--- src/hw/rtl/tcw_pkg.sv ---
// Shared types and constants of the text console writer.
package tcw_pkg;

	localparam int COLUMNS    = 80;
	localparam int ROWS       = 25;
	localparam int CELLS      = COLUMNS * ROWS;
	localparam int COPY_CELLS = (ROWS - 1) * COLUMNS;
	localparam int TAB_STOP   = 8;

	localparam int ADDR_W   = 11;
	localparam int COL_W    = 7;
	localparam int ROW_W    = 5;
	localparam int CHAR_W   = 8;
	localparam int COLOUR_W = 4;
	localparam int CELL_W   = 16;

	localparam logic [CHAR_W-1:0] CH_BS    = 8'h08;
	localparam logic [CHAR_W-1:0] CH_TAB   = 8'h09;
	localparam logic [CHAR_W-1:0] CH_LF    = 8'h0A;
	localparam logic [CHAR_W-1:0] CH_CR    = 8'h0D;
	localparam logic [CHAR_W-1:0] CH_SPACE = 8'h20;
	localparam logic [CHAR_W-1:0] CH_LAST  = 8'h7F;

	localparam logic [COLOUR_W-1:0] RESET_FG = 4'd11;
	localparam logic [COLOUR_W-1:0] RESET_BG = 4'd0;
	localparam logic [CELL_W-1:0] RESET_BLANK = {RESET_BG, RESET_FG, CH_SPACE};

	typedef enum logic [1:0] {
		OP_PUT   = 2'd0,
		OP_CLEAR = 2'd1,
		OP_READ  = 2'd2,
		OP_NOP   = 2'd3
	} op_t;

	typedef enum logic [0:0] {
		REG_FG = 1'b0,
		REG_BG = 1'b1
	} reg_idx_t;

	typedef enum logic [2:0] {
		ST_INIT,
		ST_IDLE,
		ST_EXEC,
		ST_FILL,
		ST_SCROLL,
		ST_FINISH
	} state_t;

	typedef struct packed {
		logic load;
		logic exec;
		logic fill;
		logic fill_init;
		logic scroll;
		logic finish;
	} cmd_t;

	typedef struct packed {
		op_t  op;
		logic need_scroll;
		logic fill_done;
		logic scroll_done;
		logic out_free;
	} sts_t;

endpackage

--- src/hw/rtl/tcw_ctrl.sv ---
// Controller state machine of the text console writer.
module tcw_ctrl (
	input  logic          clk,
	input  logic          arst_n,
	input  logic          in_valid,
	output logic          in_ready,
	output tcw_pkg::cmd_t cmd,
	input  tcw_pkg::sts_t sts
);

	tcw_pkg::state_t state_q;
	tcw_pkg::state_t state_d;

	always_ff @(posedge clk or negedge arst_n) begin
		if (!arst_n) begin
			state_q <= tcw_pkg::ST_INIT;
		end else begin
			state_q <= state_d;
		end
	end

	always_comb begin
		state_d  = state_q;
		cmd      = '0;
		in_ready = 1'b0;
		case (state_q)
			tcw_pkg::ST_INIT: begin
				cmd.fill      = 1'b1;
				cmd.fill_init = 1'b1;
				if (sts.fill_done) begin
					state_d = tcw_pkg::ST_IDLE;
				end
			end
			tcw_pkg::ST_IDLE: begin
				in_ready = 1'b1;
				if (in_valid) begin
					cmd.load = 1'b1;
					state_d  = tcw_pkg::ST_EXEC;
				end
			end
			tcw_pkg::ST_EXEC: begin
				cmd.exec = 1'b1;
				case (sts.op)
					tcw_pkg::OP_CLEAR: state_d = tcw_pkg::ST_FILL;
					tcw_pkg::OP_PUT: begin
						state_d = sts.need_scroll ? tcw_pkg::ST_SCROLL : tcw_pkg::ST_FINISH;
					end
					default: state_d = tcw_pkg::ST_FINISH;
				endcase
			end
			tcw_pkg::ST_FILL: begin
				cmd.fill = 1'b1;
				if (sts.fill_done) begin
					state_d = tcw_pkg::ST_FINISH;
				end
			end
			tcw_pkg::ST_SCROLL: begin
				cmd.scroll = 1'b1;
				if (sts.scroll_done) begin
					state_d = tcw_pkg::ST_FINISH;
				end
			end
			tcw_pkg::ST_FINISH: begin
				if (sts.out_free) begin
					cmd.finish = 1'b1;
					state_d    = tcw_pkg::ST_IDLE;
				end
			end
			default: state_d = tcw_pkg::ST_INIT;
		endcase
	end

	// A result is only loaded when the output register can take it.
	a_finish_free: assert property (@(posedge clk) disable iff (!arst_n)
		cmd.finish |-> sts.out_free)
		else $error("result loaded into a busy output register");

	a_cmd_exclusive: assert property (@(posedge clk) disable iff (!arst_n)
		$onehot0({cmd.load, cmd.exec, cmd.fill, cmd.scroll, cmd.finish}))
		else $error("more than one datapath command at once");

	// An accepted word is always followed by its execute cycle.
	a_load_exec: assert property (@(posedge clk) disable iff (!arst_n)
		cmd.load |=> cmd.exec)
		else $error("accepted word not executed");

endmodule

--- config.mk ---
export PLATFORM = sky130hd
export DESIGN_NAME = tcw_ctrl
export DESIGN_NICKNAME = d
export VERILOG_FILES = /design/src/hw/rtl/tcw_pkg.sv /design/src/hw/rtl/tcw_ctrl.sv
export SDC_FILE = /design/constraint.sdc
export NUM_CORES = 1
export LEC_CHECK = 0
export BUFFER_PORTS_ARGS = -buffer_cell sky130_fd_sc_hd__buf_2
export CAP_MARGIN = 20
export CORE_AREA = 2 2 39 41
export CTS_BUF_LIST = sky130_fd_sc_hd__clkbuf_4 sky130_fd_sc_hd__clkbuf_8
export CTS_CLUSTER_DIAMETER = 40
export DETAILED_ROUTE_END_ITERATION = 12
export DIE_AREA = 0 0 41 43
export PLACE_DENSITY_LB_ADDON = 0.12
export REMOVE_ABC_BUFFERS = 1
export SKIP_CTS_REPAIR_TIMING = 1
export SYNTH_ARGS = -nofsm -noshare
export SYNTH_HDL_FRONTEND = slang
export SYNTH_SLANG_ARGS = --single-unit
--- constraint.sdc ---
create_clock -name clk -period 1 [get_ports clk]
set_input_delay 0.15 -clock clk [delete_from_list [all_inputs] [get_ports clk]]
set_output_delay 0.15 -clock clk [all_outputs]
set_load 0.01 [all_outputs]
== Yosys cells after proc, flatten, opt, wreduce, memory -nomap -nowiden ==
Cells that the tools add are included.
Storage, ports and cells
  bits of input ports: 9
  logic and storage cells: 33
  flip-flop bits (word level): 3
Cells by class
  mux-type cells: 17
  equal/unequal tests: 11
  reductions and logical operators: 4
Operator list (count)
  $pmux W3 S6: 1
  $mux W3: 5
  $mux W1: 10
  $ne A2 B2 Y1 const B: 5
  $eq A3 B2 Y1 const B: 2
  $eq A3 B3 Y1 const B: 2
  $pmux W3 S2: 1
  $reduce_and A5 Y1: 1
  $eq A3 B1 Y1 const B: 1
  $logic_not A3 Y1: 1
  $eq A2 B1 Y1 const B: 1
  $logic_not A2 Y1: 1
  $reduce_or A2 Y1: 1

== Depth between registers and ports, before layout ==
  depth in word-level cells: 3
  gate-level depth with buffers: 4
  mapped depth without buffers: 3

== Least setup slack after synthesis ==
OpenSTA, ideal clock, no wires.
  kind: register to register
  start: register state_q[1]
  end: register state_q[0]
  required time: 0.871 ns
  path buffers: 1
  slack: -0.090 ns
  arrival: 0.962 ns
  stages on the path, launching flop included: 5
  setup time: 0.129 ns
  cells stage by stage: dfrtp_1 buf_6 nor3b_4 and2_4 nor4_2
On the way
  word-level cells in the longest chain between the ends: 3
Ends and longest elaborated chain
  from (decl): line tcw_ctrl.sv:11  | tcw_pkg::state_t state_q;
  from (signal assigned): line tcw_ctrl.sv:16  | state_q <= tcw_pkg::ST_INIT;
  from (signal assigned): line tcw_ctrl.sv:18  | state_q <= state_d;
  $eq A3 B2 Y1 (tied with other cells): line tcw_ctrl.sv:26  | case (state_q)
  $ne A2 B2 Y1 (no line)
  $reduce_and A5 Y1 (no line)
Several ways; a longest one is shown, not always the timed one.
A chain may end at the register's enable or synchronous reset.

==> flow_metrics.tcl <==
set metrics [dict create \
    status "finished, violations left" \
    violations "negative setup slack" \
    syn_area_per_cell_sq_um 9.017 \
    cts-buffers-inserted 3 \
    first_pass_iters 1 \
    yosysSeqAreaShare_pct 28.71 \
    fmax_ghz 0.7531 \
    setup_viol 9 \
    r2r_setup_slack_ns -0.30 \
    seqPwrFrac_pct 20.5 \
    grt_pass1_vias 263 \
    fin_crit_sh_pct 132.8 \
    pin_count 16 \
    die_w_um 41 \
    yosysTopAreaCell "dfrtp_1" \
    total_power_uw 1485 \
    finClkSkew_ns 0.002164 \
    syn_area_sq_um 261.5 \
    synth_edf_count 0 \
    leakage_uw 0.0002289 \
    worst_pin_slew_ns 0.5240 \
    ctsRootBufferMaster "clkbuf_4" \
    clk_pin_slew_ns 0.04 \
    antenna_found_initial 0 \
    grt_max_degree 10 \
    synth_cell_types 19 \
    synth_ff_type "dfrtp_1" \
    rsz0062_at_grt "true" \
    finalWorstPathRequiredPeriod_ns 1.328 \
    drive_above_1_share_pct 68.52 \
    antenna_cells 0 \
    ys_warn_count 0 \
    nNetsFinal 64 \
    wl_per_cell_um 11.33 \
    peakVddDrop_uv 895.6 \
    netlist_instances 29 \
    gr-total-overflow 0 \
    antenna_left 0 \
    place_ws_ns -0.1486 \
    cts_max_level 1 \
    hold_viol 0 \
    critPathKind "reg -> out" \
    fin_hold_ws_ns 0.2489 \
    die_area_sq_mm 0.001763 \
    drcViolationCount 0 \
    crit_chain "buf_6 > xor2_1 > nor2_1 > buf_2" \
    slew_headroom_pct 64.74 \
    p_sw_share_pct 37.40 \
    synth_common_cells "3 x a21oi_1, 3 x dfrtp_1, 3 x nor2_1" \
    ctsLongestPathBuffers 2 \
    fin_tns_setup_ns -2.347 \
    grt_pass1_wl_um 979 \
    slew_viol_final 0 \
    critPathMaxFanout 6 \
    pwr-share-comb_pct 63.8 \
    cts_tree "done" \
    dp.cells 62 \
    slowest_stage "dfrtp_2" \
    crit_family "flip-flops" \
    gp_congestion 0.6920 \
    netlist.area_leader.share_pct 28.71 \
    coreArea_sq_mm 0.001384 \
    switching_power_uw 555.3 \
    p_int_uw 929.4 \
    setup_ws_ns -0.3278 \
    reg_top3 "state_q (3)" \
    hp-class "in -> async" \
    async_flop_share_pct 100.0 \
    wl_um 793 \
    maxCapViolations 0 \
    num_rows 14 \
    clk_latency_ns 0.23 \
    worstPathRequired_ns 0.85 \
    hpwl_um 577.9 \
    end_kind "primary output" \
    max_stage_delay_ns 0.45 \
    largest_reg_flops 3 \
    track_usage_pct 8.853 \
    ys_top_cells_by_area "dfrtp_1 29%, buf_6 8.6%, nor3b_4 7.2%, a21oi_1 5.7%, nor3b_1 5.7%" \
    clockPowerShare_pct 15.7 \
    via_per_inst 4.386 \
    area_growth_pct 82.77 \
    start_kind "register" \
    vias 307 \
    layout.cells.non_filler 70 \
    io_buffers 15 \
    cts_sinks 3 \
    path_buf_inv 2 \
    power_density_mw_per_mm2 3106 \
    arrival_ns 1.18 \
    top_register "state_q" \
    die_h_um 43 \
    start_util_pct 18.90 \
    drtIter0Drc 0 \
    synth-seq-cells 3 \
]
[cells in the final DEF, fill, tap and decap left out, types with 2 or more instances in the layout]
cell type,count
buf_4,5
inv_1,2
buf_2,13
dfrtp_2,3
nor2_1,3
a21oi_1,3
buf_6,5
nor3_1,2
clkbuf_4,4
nor3b_2,2
[per-layer routing]
layer  GRT usage [%]  up-vias  share of wire (%)
met5               0        -                  0
met4           10.00        0                1.8
met3           2.618        2                8.8
met2           14.37       10                 58
met1           7.120      144                 31
li1                -      151                  -
[area by class of cell]
cell class	count	area, sq um
timing repair buffer	24	168.9
multi-input combinational	21	172.7
tap	16	20.02
clock buffer	4	30.03
inverter	2	7.507
fill	160	905.9
sequential	3	78.83
[per-stage QoR]
stage / cell area (sq um) / util [%]
2_1_floorplan: 231.5 / -
3_3_place_gp: 364.1 / 26.31
3_5_place_dp: 364.1 / 26.31
4_1_cts: 394.1 / 28.48
5_1_grt: 478.0 / 34.54
6_report: 478.0 / 34.54
[power groups by stage]
stage	registers [uW]	logic (uW)	clock network, uW
2_1_floorplan	308	352	0
3_3_place_gp	282	705	0
3_5_place_dp	279	709	0
4_1_cts	278	710	247
5_1_grt	311	1040	251
6_report	304	947	234
[logic make-up after synthesis]
family          synth area share [%]
simple gates                   38.76
xor+xnor                       3.350
buf+inv                        14.36
flops                          28.71
compound gates                 14.83
[worst paths after layout]
| check | start | endpoint | depth (start not counted) |
|---|---|---|---|
| worst min register to register | state_q[1]$_DFFE_PN0P_ | state_q[1]$_DFFE_PN0P_ | 2 |
| worst max-delay path | state_q[1]$_DFFE_PN0P_ | cmd[3] | 4 |
| worst min-delay path | arst_n | state_q[2]$_DFFE_PN0P_ | 2 |
| min in group clk | sts[2] | state_q[0]$_DFFE_PN0P_ | 3 |
| max in group asynchronous | arst_n | state_q[0]$_DFFE_PN0P_ | 2 |
| worst max register to register | state_q[1]$_DFFE_PN0P_ | state_q[0]$_DFFE_PN0P_ | 3 |
[worst reg2reg max path, delay by kind of cell (launching register included)]
family / cells / cell delay (ns)
buffers and inverters: 1 / 0.16
flip-flops: 1 / 0.45
AND/OR/NAND/NOR: 2 / 0.56
Power figures use the tool's default switching activity.
